===== config.mk =====
export PLATFORM = sky130hd
export DESIGN_NAME = movie_chunk_video_deframer
export DESIGN_NICKNAME = d
export VERILOG_FILES = /design/src/hw/rtl/mcvd_pkg.sv /design/src/hw/rtl/mcvd_parser.sv /design/src/hw/rtl/movie_chunk_video_deframer.sv
export SDC_FILE = /design/constraint.sdc
export NUM_CORES = 2
export LEC_CHECK = 0
export BUFFER_PORTS_ARGS = -buffer_cell sky130_fd_sc_hd__buf_2
export CELL_PAD_IN_SITES_DETAIL_PLACEMENT = 1
export CELL_PAD_IN_SITES_GLOBAL_PLACEMENT = 1
export CORE_ASPECT_RATIO = 0.8
export CORE_MARGIN = 2
export CORE_UTILIZATION = 25
export DETAILED_ROUTE_END_ITERATION = 16
export GPL_TIMING_DRIVEN = 0
export MAX_ROUTING_LAYER = met4
export PLACE_DENSITY = 0.5
export SYNTH_ARGS = -nofsm -noshare
export SYNTH_HDL_FRONTEND = slang
export SYNTH_SLANG_ARGS = --single-unit
export TNS_END_PERCENT = 20

===== constraint.sdc =====
create_clock -name clk_i -period 14.96 [get_ports clk_i]
set_clock_uncertainty 0.15 [all_clocks]
set_input_delay 2.992 -clock clk_i [delete_from_list [all_inputs] [get_ports clk_i]]
set_output_delay 2.992 -clock clk_i [all_outputs]
set_load 0.05 [all_outputs]

===== src/hw/rtl/mcvd_pkg.sv =====
`timescale 1ns / 1ps

package mcvd_pkg;

  localparam logic [31:0] CODE_HEAD      = 32'h4D56_6864;
  localparam logic [31:0] CODE_KEY       = 32'h4D56_304B;
  localparam logic [31:0] CODE_DELTA     = 32'h4D56_3046;
  localparam logic [31:0] HDR_LEN        = 32'h0000_0020;
  localparam logic [31:0] CHUNK_HEAD_LEN = 32'd8;

  // Header byte offsets
  localparam logic [31:0] OFS_MAGIC_END = 32'd3;
  localparam logic [31:0] OFS_SIZE_END  = 32'd7;
  localparam logic [4:0]  OFS_WIDTH     = 5'h0C;
  localparam logic [4:0]  OFS_HEIGHT    = 5'h0E;
  localparam logic [4:0]  OFS_COUNT     = 5'h10;
  localparam logic [4:0]  OFS_SCALE     = 5'h18;
  localparam logic [4:0]  OFS_BASE      = 5'h1C;
  localparam logic [31:0] OFS_HDR_LAST  = 32'h0000_001F;

  localparam int unsigned OUT_TDATA_W = 144;
  localparam int unsigned OUT_TUSER_W = 3;

  typedef enum logic [1:0] {
    KIND_HEADER  = 2'd0,
    KIND_PAYLOAD = 2'd1,
    KIND_EMPTY   = 2'd2,
    KIND_ERROR   = 2'd3
  } kind_e;

  typedef enum logic [1:0] {
    ERR_TOO_SMALL  = 2'd0,
    ERR_BAD_MAGIC  = 2'd1,
    ERR_HDR_SIZE   = 2'd2,
    ERR_CHUNK_SIZE = 2'd3
  } err_e;

  typedef struct packed {
    logic        valid;
    kind_e       kind;
    logic [7:0]  payload_byte;
    logic        is_key;
    logic        last_in_packet;
    logic [15:0] frame_width;
    logic [15:0] frame_height;
    logic [31:0] frame_total;
    logic [31:0] ticks_per_second;
    logic [31:0] ticks_per_frame;
    err_e        error_code;
  } result_t;

endpackage


===== src/hw/rtl/mcvd_parser.sv =====
`timescale 1ns / 1ps

module mcvd_parser (
  input  logic                 clk_i,
  input  logic                 rst_ni,
  input  logic                 step_i,
  input  logic [7:0]           data_byte_i,
  input  logic                 file_start_i,
  input  logic [31:0]          file_length_i,
  output mcvd_pkg::result_t    result_o
);

  typedef enum logic [2:0] {
    PH_HEADER = 3'd0,
    PH_HSKIP  = 3'd1,
    PH_CHEAD  = 3'd2,
    PH_PAY    = 3'd3,
    PH_SKIP   = 3'd4,
    PH_DONE   = 3'd5,
    PH_ERR    = 3'd6
  } phase_e;

  phase_e      phase_q, phase_d;
  logic [31:0] pos_q, pos_d;
  logic [63:0] head_q, head_d;
  logic [31:0] rem_q, rem_d;
  logic        key_q, key_d;
  logic [31:0] hsize_q, hsize_d;
  logic [15:0] width_q, width_d;
  logic [15:0] height_q, height_d;
  logic [31:0] count_q, count_d;
  logic [31:0] scale_q, scale_d;
  logic [31:0] base_q, base_d;

  // State as seen by this byte, after a possible restart
  phase_e      phase_c;
  logic [31:0] pos_c;
  logic [63:0] head_c;
  logic [31:0] rem_c;
  logic        key_c;
  logic [31:0] hsize_c;
  logic [15:0] width_c;
  logic [15:0] height_c;
  logic [31:0] count_c;
  logic [31:0] scale_c;
  logic [31:0] base_c;

  logic [63:0] head_sh;
  logic [31:0] le_size;
  logic [4:0]  pos5;
  logic [31:0] rem_dec;
  logic [31:0] rem_inc;
  logic [31:0] code;
  logic [32:0] chunk_end;
  logic [31:0] body_len;
  logic        is_key_code;
  logic        is_video;
  mcvd_pkg::result_t res;

  always_comb begin
    if (file_start_i) begin
      phase_c  = PH_HEADER;
      pos_c    = '0;
      head_c   = '0;
      rem_c    = '0;
      key_c    = 1'b0;
      hsize_c  = '0;
      width_c  = '0;
      height_c = '0;
      count_c  = '0;
      scale_c  = '0;
      base_c   = '0;
    end else begin
      phase_c  = phase_q;
      pos_c    = pos_q;
      head_c   = head_q;
      rem_c    = rem_q;
      key_c    = key_q;
      hsize_c  = hsize_q;
      width_c  = width_q;
      height_c = height_q;
      count_c  = count_q;
      scale_c  = scale_q;
      base_c   = base_q;
    end
  end

  assign head_sh     = {head_c[55:0], data_byte_i};
  // Little-endian size word from the four most recent bytes
  assign le_size     = {head_sh[7:0], head_sh[15:8], head_sh[23:16], head_sh[31:24]};
  assign pos5        = pos_c[4:0];
  assign rem_dec     = rem_c - 32'd1;
  assign rem_inc     = rem_c + 32'd1;
  assign code        = head_sh[63:32];
  assign chunk_end   = {1'b0, pos_c} - 33'd7 + {1'b0, le_size};
  assign body_len    = le_size - mcvd_pkg::CHUNK_HEAD_LEN;
  assign is_key_code = (code == mcvd_pkg::CODE_KEY);
  assign is_video    = is_key_code || (code == mcvd_pkg::CODE_DELTA);

  always_comb begin
    phase_d  = phase_c;
    pos_d    = pos_c + 32'd1;
    head_d   = head_c;
    rem_d    = rem_c;
    key_d    = key_c;
    hsize_d  = hsize_c;
    width_d  = width_c;
    height_d = height_c;
    count_d  = count_c;
    scale_d  = scale_c;
    base_d   = base_c;
    res      = '0;

    case (phase_c)
      PH_HEADER: begin
        if ((pos_c == '0) && (file_length_i < mcvd_pkg::HDR_LEN)) begin
          res.valid      = 1'b1;
          res.kind       = mcvd_pkg::KIND_ERROR;
          res.error_code = mcvd_pkg::ERR_TOO_SMALL;
          phase_d        = PH_ERR;
        end else if ((pos_c == mcvd_pkg::OFS_MAGIC_END) &&
                     (head_sh[31:0] != mcvd_pkg::CODE_HEAD)) begin
          head_d         = head_sh;
          res.valid      = 1'b1;
          res.kind       = mcvd_pkg::KIND_ERROR;
          res.error_code = mcvd_pkg::ERR_BAD_MAGIC;
          phase_d        = PH_ERR;
        end else if ((pos_c == mcvd_pkg::OFS_SIZE_END) &&
                     ((le_size < mcvd_pkg::HDR_LEN) || (le_size > file_length_i))) begin
          head_d         = head_sh;
          res.valid      = 1'b1;
          res.kind       = mcvd_pkg::KIND_ERROR;
          res.error_code = mcvd_pkg::ERR_HDR_SIZE;
          phase_d        = PH_ERR;
        end else begin
          head_d = head_sh;
          if (pos_c == mcvd_pkg::OFS_SIZE_END) begin
            hsize_d = le_size;
          end
          // Header offsets are all below 32, so the low five bits select the field.
          if (pos5 inside {[mcvd_pkg::OFS_WIDTH : mcvd_pkg::OFS_HEIGHT - 5'd1]}) begin
            width_d[{pos5[0], 3'b000} +: 8] = data_byte_i;
          end else if (pos5 inside {[mcvd_pkg::OFS_HEIGHT : mcvd_pkg::OFS_COUNT - 5'd1]}) begin
            height_d[{pos5[0], 3'b000} +: 8] = data_byte_i;
          end else if (pos5 inside {[mcvd_pkg::OFS_COUNT : mcvd_pkg::OFS_COUNT + 5'd3]}) begin
            count_d[{pos5[1:0], 3'b000} +: 8] = data_byte_i;
          end else if (pos5 inside {[mcvd_pkg::OFS_SCALE : mcvd_pkg::OFS_BASE - 5'd1]}) begin
            scale_d[{pos5[1:0], 3'b000} +: 8] = data_byte_i;
          end else if (pos5 inside {[mcvd_pkg::OFS_BASE : 5'h1F]}) begin
            base_d[{pos5[1:0], 3'b000} +: 8] = data_byte_i;
          end
          if (pos_c == mcvd_pkg::OFS_HDR_LAST) begin
            res.valid            = 1'b1;
            res.kind             = mcvd_pkg::KIND_HEADER;
            res.frame_width      = width_c;
            res.frame_height     = height_c;
            res.frame_total      = count_c;
            res.ticks_per_second = scale_c;
            res.ticks_per_frame  = {data_byte_i, base_c[23:0]};
            head_d               = '0;
            if (hsize_c > mcvd_pkg::HDR_LEN) begin
              rem_d   = hsize_c - mcvd_pkg::HDR_LEN;
              phase_d = PH_HSKIP;
            end else begin
              rem_d   = '0;
              phase_d = PH_CHEAD;
            end
          end
        end
      end

      PH_DONE, PH_ERR: begin
      end

      default: begin
        if (pos_c >= file_length_i) begin
          phase_d = PH_DONE;
        end else if ((phase_c == PH_HSKIP) || (phase_c == PH_SKIP)) begin
          rem_d = rem_dec;
          if (rem_dec == '0) begin
            phase_d = PH_CHEAD;
          end
        end else if (phase_c == PH_PAY) begin
          rem_d              = rem_dec;
          res.valid          = 1'b1;
          res.kind           = mcvd_pkg::KIND_PAYLOAD;
          res.payload_byte   = data_byte_i;
          res.is_key         = key_c;
          res.last_in_packet = (rem_dec == '0);
          if (rem_dec == '0) begin
            phase_d = PH_CHEAD;
          end
        end else if ((rem_c == '0) &&
                     ((file_length_i - pos_c) < mcvd_pkg::CHUNK_HEAD_LEN)) begin
          // Short tail: not enough bytes left for another chunk head
          phase_d = PH_DONE;
        end else if (rem_inc < mcvd_pkg::CHUNK_HEAD_LEN) begin
          head_d = head_sh;
          rem_d  = rem_inc;
        end else begin
          head_d = '0;
          if ((le_size < mcvd_pkg::CHUNK_HEAD_LEN) ||
              (chunk_end > {1'b0, file_length_i})) begin
            rem_d          = rem_inc;
            res.valid      = 1'b1;
            res.kind       = mcvd_pkg::KIND_ERROR;
            res.error_code = mcvd_pkg::ERR_CHUNK_SIZE;
            phase_d        = PH_ERR;
          end else begin
            key_d = is_key_code;
            rem_d = body_len;
            if (is_video) begin
              if (body_len == '0) begin
                res.valid  = 1'b1;
                res.kind   = mcvd_pkg::KIND_EMPTY;
                res.is_key = is_key_code;
                phase_d    = PH_CHEAD;
              end else begin
                phase_d = PH_PAY;
              end
            end else begin
              phase_d = (body_len != '0) ? PH_SKIP : PH_CHEAD;
            end
          end
        end
      end
    endcase
  end

  assign result_o = res;

  always_ff @(posedge clk_i or negedge rst_ni) begin
    if (!rst_ni) begin
      phase_q  <= PH_HEADER;
      pos_q    <= '0;
      head_q   <= '0;
      rem_q    <= '0;
      key_q    <= 1'b0;
      hsize_q  <= '0;
      width_q  <= '0;
      height_q <= '0;
      count_q  <= '0;
      scale_q  <= '0;
      base_q   <= '0;
    end else if (step_i) begin
      phase_q  <= phase_d;
      pos_q    <= pos_d;
      head_q   <= head_d;
      rem_q    <= rem_d;
      key_q    <= key_d;
      hsize_q  <= hsize_d;
      width_q  <= width_d;
      height_q <= height_d;
      count_q  <= count_d;
      scale_q  <= scale_d;
      base_q   <= base_d;
    end
  end

endmodule


===== src/hw/rtl/movie_chunk_video_deframer.sv =====
`timescale 1ns / 1ps

// Movie file deframer. Bytes of a movie file enter on the slave stream, one per request,
// with tuser marking the first byte of a new file. The 32-byte header is checked and
// reported once (kind 0); after it, payload bytes of keyframe and delta-frame chunks
// leave one per request (kind 1, tlast on the final byte of a packet), an empty video
// chunk gives a single kind 2 request, and any format fault gives one kind 3 request,
// after which the file is ignored until the next start. Set file_length on the
// configuration channel while the block is idle. One byte is taken every cycle while
// the master side keeps up; a byte passes an input register, the chunk parser, whose
// result is combinational, and an output register before its result is offered on the
// master side. While a result waits on the master side, the next byte is held in the
// input register and the slave side stalls.
module movie_chunk_video_deframer (
  input  logic         clk_i,
  input  logic         rst_ni,

  input  logic         cfg_valid_i,
  output logic         cfg_ready_o,
  input  logic [31:0]  cfg_data_i,

  input  logic         s_axis_tvalid,
  output logic         s_axis_tready,
  input  logic [7:0]   s_axis_tdata,   // [7:0] data_byte
  input  logic         s_axis_tuser,   // [0] file_start

  output logic         m_axis_tvalid,
  input  logic         m_axis_tready,
  // [7:0] payload_byte, [23:8] frame_width, [39:24] frame_height, [71:40] frame_total,
  // [103:72] ticks_per_second, [135:104] ticks_per_frame, [137:136] error_code, rest zero
  output logic [mcvd_pkg::OUT_TDATA_W-1:0] m_axis_tdata,
  output logic [mcvd_pkg::OUT_TUSER_W-1:0] m_axis_tuser,   // [1:0] kind, [2] is_key
  output logic         m_axis_tlast    // last_in_packet
);

  logic [31:0]       file_length_q;
  logic              in_valid_q;
  logic [7:0]        in_byte_q;
  logic              in_start_q;
  logic              out_valid_q, out_valid_d;
  mcvd_pkg::result_t out_q;
  mcvd_pkg::result_t res;
  logic              advance;

  assign cfg_ready_o = 1'b1;

  always_ff @(posedge clk_i or negedge rst_ni) begin
    if (!rst_ni) begin
      file_length_q <= '0;
    end else if (cfg_valid_i) begin
      file_length_q <= cfg_data_i;
    end
  end

  // The held byte moves on whenever the output register is free or being emptied.
  assign advance       = in_valid_q && (!out_valid_q || m_axis_tready);
  assign s_axis_tready = !in_valid_q || advance;

  always_ff @(posedge clk_i or negedge rst_ni) begin
    if (!rst_ni) begin
      in_valid_q <= 1'b0;
    end else if (s_axis_tready) begin
      in_valid_q <= s_axis_tvalid;
    end
  end

  always_ff @(posedge clk_i) begin
    if (s_axis_tvalid && s_axis_tready) begin
      in_byte_q  <= s_axis_tdata;
      in_start_q <= s_axis_tuser;
    end
  end

  mcvd_parser u_parser (
    .clk_i         (clk_i),
    .rst_ni        (rst_ni),
    .step_i        (advance),
    .data_byte_i   (in_byte_q),
    .file_start_i  (in_start_q),
    .file_length_i (file_length_q),
    .result_o      (res)
  );

  always_comb begin
    out_valid_d = out_valid_q;
    if (advance) begin
      out_valid_d = res.valid;
    end else if (m_axis_tready) begin
      out_valid_d = 1'b0;
    end
  end

  always_ff @(posedge clk_i or negedge rst_ni) begin
    if (!rst_ni) begin
      out_valid_q <= 1'b0;
    end else begin
      out_valid_q <= out_valid_d;
    end
  end

  always_ff @(posedge clk_i) begin
    if (advance && res.valid) begin
      out_q <= res;
    end
  end

  assign m_axis_tvalid = out_valid_q;
  assign m_axis_tdata  = {6'd0, out_q.error_code, out_q.ticks_per_frame,
                          out_q.ticks_per_second, out_q.frame_total,
                          out_q.frame_height, out_q.frame_width, out_q.payload_byte};
  assign m_axis_tuser  = {out_q.is_key, out_q.kind};
  assign m_axis_tlast  = out_q.last_in_packet;

  // Only a payload byte may close a packet.
  assert property (@(posedge clk_i) disable iff (!rst_ni)
    m_axis_tvalid && m_axis_tlast |-> out_q.kind == mcvd_pkg::KIND_PAYLOAD)
    else $error("tlast on a request that is not a payload byte");

  // Header values appear only with the header request.
  assert property (@(posedge clk_i) disable iff (!rst_ni)
    m_axis_tvalid && (out_q.kind != mcvd_pkg::KIND_HEADER) |->
      (out_q.frame_width == '0) && (out_q.ticks_per_frame == '0))
    else $error("header fields set on a non-header request");

  // A byte held in the input register is never dropped while it waits.
  assert property (@(posedge clk_i) disable iff (!rst_ni)
    in_valid_q && !advance |=> in_valid_q && $stable(in_byte_q))
    else $error("held input byte lost");

endmodule


* After elaboration in Yosys (flattened, before gate mapping)
Cells that the tools add are included.
** Word-level totals
- Word-level logic and storage cells :: 239
- Bits of input ports :: 46
- Register bits after elaboration :: 477
** Cells by class
- Shift-type cells :: 4
- Magnitude comparators :: 19
- Add/sub/neg operators :: 10
- Bitwise logic cells :: 3
- Reduce and logical (&&, ||, !) cells :: 32
- Equality and inequality tests :: 11
- Muxes and demuxes :: 134
** Operator list (count)
- 2-to-1 mux 32 bit :: 46
- 2-to-1 mux 64 bit :: 10
- 2-to-1 mux 16 bit :: 13
- logical NOT 32 bit :: 4
- case mux 64 bit (2 select lines) :: 1
- bitwise mux 32 bit :: 3
- < comparator 32 x 4 -> 1 bit, second input constant :: 3
- 2-to-1 mux 3 bit :: 24
- adder 32 x 1 -> 32 bit, second input constant :: 2
- equality test 32 x 31 -> 1 bit, second input constant :: 2
- < comparator 32 x 6 -> 1 bit, second input constant :: 2
- case mux 32 bit (2 select lines) :: 1
- adder 33 x 32 -> 33 bit :: 1
- > comparator 33 x 32 -> 1 bit :: 1
- subtractor 32 x 3 -> 33 bit, second input constant :: 1
- bitwise mux 16 bit :: 2
- equality test 32 x 2 -> 1 bit, second input constant :: 1
- equality test 32 x 3 -> 1 bit, second input constant :: 1
- equality test 32 x 5 -> 1 bit, second input constant :: 1
- >= comparator 32 bit :: 1
- > comparator 32 bit :: 1
- > comparator 32 x 6 -> 1 bit, second input constant :: 1
- != test 32 x 31 -> 1 bit, second input constant :: 1
- nonzero test 32 bit :: 1
- 33 further kinds :: 89

* Logic depth before layout (Yosys ltp)
- Depth in word-level cells :: 13
- Mapped depth :: 44
- Gate-level depth less buffers :: 32

* By module
A second synthesis with hierarchy kept.
** Second synthesis, totals
- Cell total of the unflattened synthesis :: 3458
- Area, all modules :: 31037.3 um^2
** By module, submodules not included
- mcvd_parser :: instances 1, area each 25001.5 um^2, cells each 3220
- movie_chunk_video_deframer :: instances 1, area each 6035.8 um^2, cells each 238

* Worst setup path before layout
Ideal clock, no wire load.
- Path type :: register -> register
- Start point :: register in_start_q
- End point :: register out_q, in the netlist m_axis_tdata[0] (enable)
- Required time :: 14.117 ns
- Stages on the path, launching flop included :: 39
- Period minus slack after synthesis :: 14.915 ns
- Arrival :: 14.072 ns
- Setup time :: 0.693 ns
- Path slack :: 0.045 ns
- Buffers on the path :: 11
- Cell sequence :: edfxtp_1 buf_6 buf_6 inv_1 clkbuf_1 buf_2 buf_1 clkbuf_1 clkbuf_1 clkbuf_1 clkbuf_1 clkbuf_1 buf_1 nand2_1 ha_1 inv_1 ha_1 a2111oi_0 [... 3 more ...] o311ai_2 a31oi_1 nor2_1 o21bai_1 nand2_1 nand2_1 a21oi_1 xnor2_1 ha_1 a2111oi_0 o21ai_0 nand2b_1 nand3_1 o22ai_1 or2_2 o31ai_1 and2_1 o22ai_1
** Between the ends
- Cells in the longest elaborated chain, start to end :: 13
- Elaborated cells between the ends (all ways) :: 54
** RTL lines
- start, declared :: line movie_chunk_video_deframer.sv:39 : logic in_start_q;
- start signal, assigned :: line movie_chunk_video_deframer.sv:70 : in_start_q <= s_axis_tuser;
- 2-to-1 mux 32 bit / 2-to-1 mux 64 bit (equally long branches) :: line mcvd_parser.sv:61 : if (file_start_i) begin
- subtractor 32 x 3 -> 33 bit / subtractor 32 x 4 -> 32 bit (equally long branches) :: line mcvd_parser.sv:95, mcvd_parser.sv:96
- adder 33 x 32 -> 33 bit / logical NOT 32 bit (equally long branches) :: line mcvd_parser.sv:95, mcvd_parser.sv:213
- > comparator 33 x 32 -> 1 bit / 2-to-1 mux 3 bit (equally long branches) :: line mcvd_parser.sv:203, mcvd_parser.sv:213
- logical OR 1 bit / 2-to-1 mux 3 bit (equally long branches) :: line mcvd_parser.sv:202, mcvd_parser.sv:212
- 2-to-1 mux 3 bit :: line mcvd_parser.sv:202 : if ((le_size < mcvd_pkg::CHUNK_HEAD_LEN) ||
- 2-to-1 mux 3 bit :: line mcvd_parser.sv:197 : end else if (rem_inc < mcvd_pkg::CHUNK_HEAD_LEN) begin
- 2-to-1 mux 3 bit :: line mcvd_parser.sv:193 : end else if ((rem_c == '0) &&
- 2-to-1 mux 3 bit :: line mcvd_parser.sv:183 : end else if (phase_c == PH_PAY) begin
- 2-to-1 mux 13 bit :: line mcvd_parser.sv:178 : end else if ((phase_c == PH_HSKIP) || (phase_c == PH_SKIP)) begin
- 2-to-1 mux 13 bit :: line mcvd_parser.sv:176 : if (pos_c >= file_length_i) begin
- case mux 3 bit (2 select lines) (*) :: line mcvd_parser.sv:114 : case (phase_c)
- logical AND 1 bit (*) :: line movie_chunk_video_deframer.sv:102 : if (advance && res.valid) begin
- end signal, assigned :: line movie_chunk_video_deframer.sv:103 : out_q <= res;
- end, declared :: line movie_chunk_video_deframer.sv:41 : mcvd_pkg::result_t out_q;
Every way passes the cells marked *; elsewhere a longest branch is shown, timed or not.
A chain may end at the register's enable or synchronous reset.

* Worst setup path after layout
- Start point :: register in_start_q
- End point :: register u_parser.rem_q[0]
** Between the ends
- Cells in the longest elaborated chain, start to end :: 12
- Elaborated cells between the ends (all ways) :: 52
** RTL lines
- 2-to-1 mux 32 bit :: line mcvd_parser.sv:61
- subtractor 32 x 3 -> 33 bit :: line mcvd_parser.sv:95 : assign chunk_end = {1'b0, pos_c} - 33'd7 + {1'b0, le_size};
- adder 33 x 32 -> 33 bit :: line mcvd_parser.sv:95
- > comparator 33 x 32 -> 1 bit :: line mcvd_parser.sv:203 : (chunk_end > {1'b0, file_length_i})) begin
- logical OR 1 bit :: line mcvd_parser.sv:202
- 2-to-1 mux 32 bit :: line mcvd_parser.sv:202
- 2-to-1 mux 32 bit :: line mcvd_parser.sv:197
- 2-to-1 mux 32 bit :: line mcvd_parser.sv:193
- 2-to-1 mux 32 bit :: line mcvd_parser.sv:183
- 2-to-1 mux 32 bit :: line mcvd_parser.sv:178
- 2-to-1 mux 32 bit :: line mcvd_parser.sv:176
- case mux 32 bit (2 select lines) (*) :: line mcvd_parser.sv:114
- end signal, assigned :: line mcvd_parser.sv:249 : rem_q <= rem_d;
- end, declared :: line mcvd_parser.sv:26 : logic [31:0] rem_q, rem_d;
Marks and branches as above.

==> results_dict.tcl <==
set metrics [dict create \
    ir_worst_vdd_mv 0.109 \
    wl_per_cell_um 31.6 \
    final_util 0.295 \
    r2r_start "in_start_q" \
    syn_avg_cell_area_um2 8.59 \
    relSlewSlack 0.0364 \
    synth_warnings 0 \
    period_share 1.01 \
    cts_sinks 461 \
    endpoint_kind "flip-flop" \
    hold_viol 0 \
    track_usage 0.277 \
    critPathMaxFanout 19 \
    p_leak_nw 15.4 \
    cts_tree "done" \
    power_switching_w 0.00271 \
    cts_buffers 59 \
    grt_start_max_net_pins 103 \
    crit_buf_inv 11 \
    num-nets-final 4201 \
    hold_path.class "reg -> reg" \
    grt_pass1_wl_um 253000 \
    worstPathRequired_ns 15.32 \
    fmax_mhz 66.2 \
    final_common_cell "nand2_1" \
    core-area_um2 127000 \
    path_delay_family "buffers and inverters" \
    cp.arrival_ns 15.48 \
    yosys.area_share.adder 0.0626 \
    ant_nets 0 \
    max_cap_violations 0 \
    first_global_vias 32000 \
    power_frac_seq 0.276 \
    start_util 0.252 \
    min_from "u_parser.scale_q[14]" \
    hpwl_um 141000 \
    grt_overflow 0 \
    worstSetupStartpoint "in_start_q" \
    port_buffers 188 \
    syn-instance-count 3734 \
    async_flop_share 0.672 \
    antenna_found_initial 12 \
    postCtsSetupRepairBufs 0 \
    startpoint_type "flip-flop" \
    via_count 32900 \
    post-place-ws_ns -3.03 \
    drt-initial-drc-count 3779 \
    crit_type "reg -> reg" \
    synth_top_family_by_area "simple AND/OR/NAND/NOR gates" \
    fillCellCount 14900 \
    powerDensity_nw_per_um2 156 \
    drv_slew 0 \
    vias_per_cell 5.75 \
    cts-root-buf "clkbuf_16" \
    critical_path.max_stage_delay_ns 1.08 \
    die_area_um2 131000 \
    cts_max_level 2 \
    cp_slowest_cell "clkdlybuf4s15_1" \
    tightest_slew_ns 1.44 \
    gp_congestion 0.995 \
    syn_to_final_growth_pct 17.0 \
    clkTransAtPathRegs_ns 0.06 \
    drt-total-wl_um 181000 \
    synthMuxAreaShare 0.0170 \
    ys.flop_type "dfrtp_1" \
    failed_checks "setup timing" \
    fin_crit_ns 15.11 \
    layout-drive-gt1-share 0.100 \
    ys_types 103 \
    die_y_um 324 \
    combPwrFrac 0.450 \
    clk_latency_ns 0.72 \
    synth_compound_area_frac 0.213 \
    remaining_drc_errors 0 \
    cpMostUsedCell "nand2_1" \
    setup_ws_ns -0.153 \
    ys_seq_elements 461 \
    p_sw_frac 0.463 \
    syn_area_um2 32100 \
    postCtsHoldBufs 0 \
    intPower_w 0.00314 \
    firstDrtPassIters 6 \
    synth_edf_count 151 \
    regArea_um2 12300 \
    pin_count 197 \
    status "finished, violations left" \
    cts_buffer_depth 3 \
    multi_input_area_um2 17900 \
    yosys.area_share.xor_xnor 0.0402 \
    layout_common_cells "nand2_1, dfrtp_1, o21ai_0" \
    synth_seq_area_share 0.383 \
    synth_simple_gate_area_frac 0.225 \
    die_w_um 404 \
    p_clk_frac 0.274 \
    row_count 117 \
    setup_violations 1 \
]
==> metal layers <==
| metal | up-vias | share of wire | global-route usage |
|---|---|---|---|
| met3 | 243 | 0.078 | 0.0448 |
| li1 | 14300 | - | - |
| met4 | 0 | 0.030 | 0.0779 |
| met1 | 17000 | 0.48 | 0.411 |
| met2 | 1368 | 0.41 | 0.382 |
| met5 | - | 0 | - |
==> registers in the layout (all words and copies together), names as in the netlist, 24 cells and up <==
signal            count
u_parser.rem_q       32
m_axis_tdata        138
u_parser.scale_q     32
file_length_q        32
u_parser.head_q      56
u_parser.pos_q       32
u_parser.hsize_q     32
u_parser.count_q     32
u_parser.base_q      24
==> cell type report <==
class,count,area share
Sequential cell,461,0.328
Multi-Input combinational cell,2831,0.478
Buffer,279,0.0338
Tap cell,1666,0.0556
Clock buffer,77,0.0428
Clock inverter,34,0.0135
Inverter,163,0.0163
Antenna cell,5,0.000334
Timing Repair Buffer,201,0.0318
==> power by group through the flow <==
stage / clock network, W / logic [W] / registers [W]
global placement: 0 / 0.00251 / 0.00164
detailed placement: 0 / 0.00253 / 0.00163
floorplan: 0 / 0.00149 / 0.00162
CTS: 0.00163 / 0.00254 / 0.00160
global route: 0.00167 / 0.00278 / 0.00162
finish: 0.00160 / 0.00263 / 0.00161
==> what timing repair did <==
item                                   CTS  global route
endpoints found under the hold margin    0             0
cloned                                   0             0
setup endpoints to repair              184            39
gates resized for setup                  8             8
==> cell usage after synthesis, types with 31 or more instances <==
cell | n | area (µm²)
nand2_1 | 450 | 1690
dfrtp_1 | 310 | 7760
o21ai_0 | 268 | 1340
nor2_1 | 256 | 961
clkbuf_1 | 219 | 822
a21oi_1 | 180 | 901
and3_1 | 170 | 1060
inv_1 | 160 | 601
ha_1 | 158 | 1980
edfxtp_1 | 151 | 4530
nand3_1 | 143 | 716
xnor2_1 | 94 | 823
nor3_1 | 91 | 455
a31oi_1 | 71 | 444
nand4_1 | 63 | 394
nor4_1 | 59 | 369
xor2_1 | 53 | 464
a21o_1 | 47 | 353
a22oi_1 | 47 | 353
mux2i_1 | 44 | 440
nor2b_1 | 44 | 275
a221o_1 | 32 | 320
and2_1 | 32 | 200
o2bb2ai_1 | 31 | 272
==> metrics by stage <==
stage                     total power, W  area, µm²  TNS [ns]  instances  hold WS [ns]
after floorplan                  0.00311      32100         0       3739         0.285
after global placement           0.00415      35100  -2097.14       5593         0.305
after detailed placement         0.00416      35400   -449.40       5604         0.313
after CTS                        0.00578      37500         0       5710         0.327
after global routing             0.00608      37500  -0.00242       5714         0.348
final                            0.00585      37500    -0.153       5717         0.322
==> tightest hold or removal path: cells and delay by family, from the launching register on <==
family	cells	cell delay (ns)
AOI/OAI and AO/OA	1	0.06
DFF	1	0.34
and+or+nand+nor	1	0.04
==> kinds of logic (layout without fill, tap and decap cells) <==
| logic type | after synthesis | after routing |
|---|---|---|
| buffers and inverters | 447 | 754 |
| multiplexers | 53 | 53 |
| AO/OA/AOI/OAI | 1019 | 1019 |
| other | 2 | 12 |
| AND/OR/NAND/NOR | 1445 | 1445 |
| flip-flops | 461 | 461 |
| XOR/XNOR | 147 | 147 |
| adder cells (fa/ha/maj) | 160 | 160 |
==> path summary, 6_finish.rpt <==
path                                              to  slack (ns)  cells past startpoint
worst max-delay path               u_parser.rem_q[0]       -0.15                     37
worst min-delay path            u_parser.scale_q[14]        0.32                      2
worst max register to register     u_parser.rem_q[0]       -0.15                     37
worst min register to register  u_parser.scale_q[14]        0.32                      2
max in group asynchronous          file_length_q[11]       11.24                      3
min in group asynchronous          u_parser.rem_q[7]        2.07                      1
Note: power is estimated with default switching activity, not from simulation.
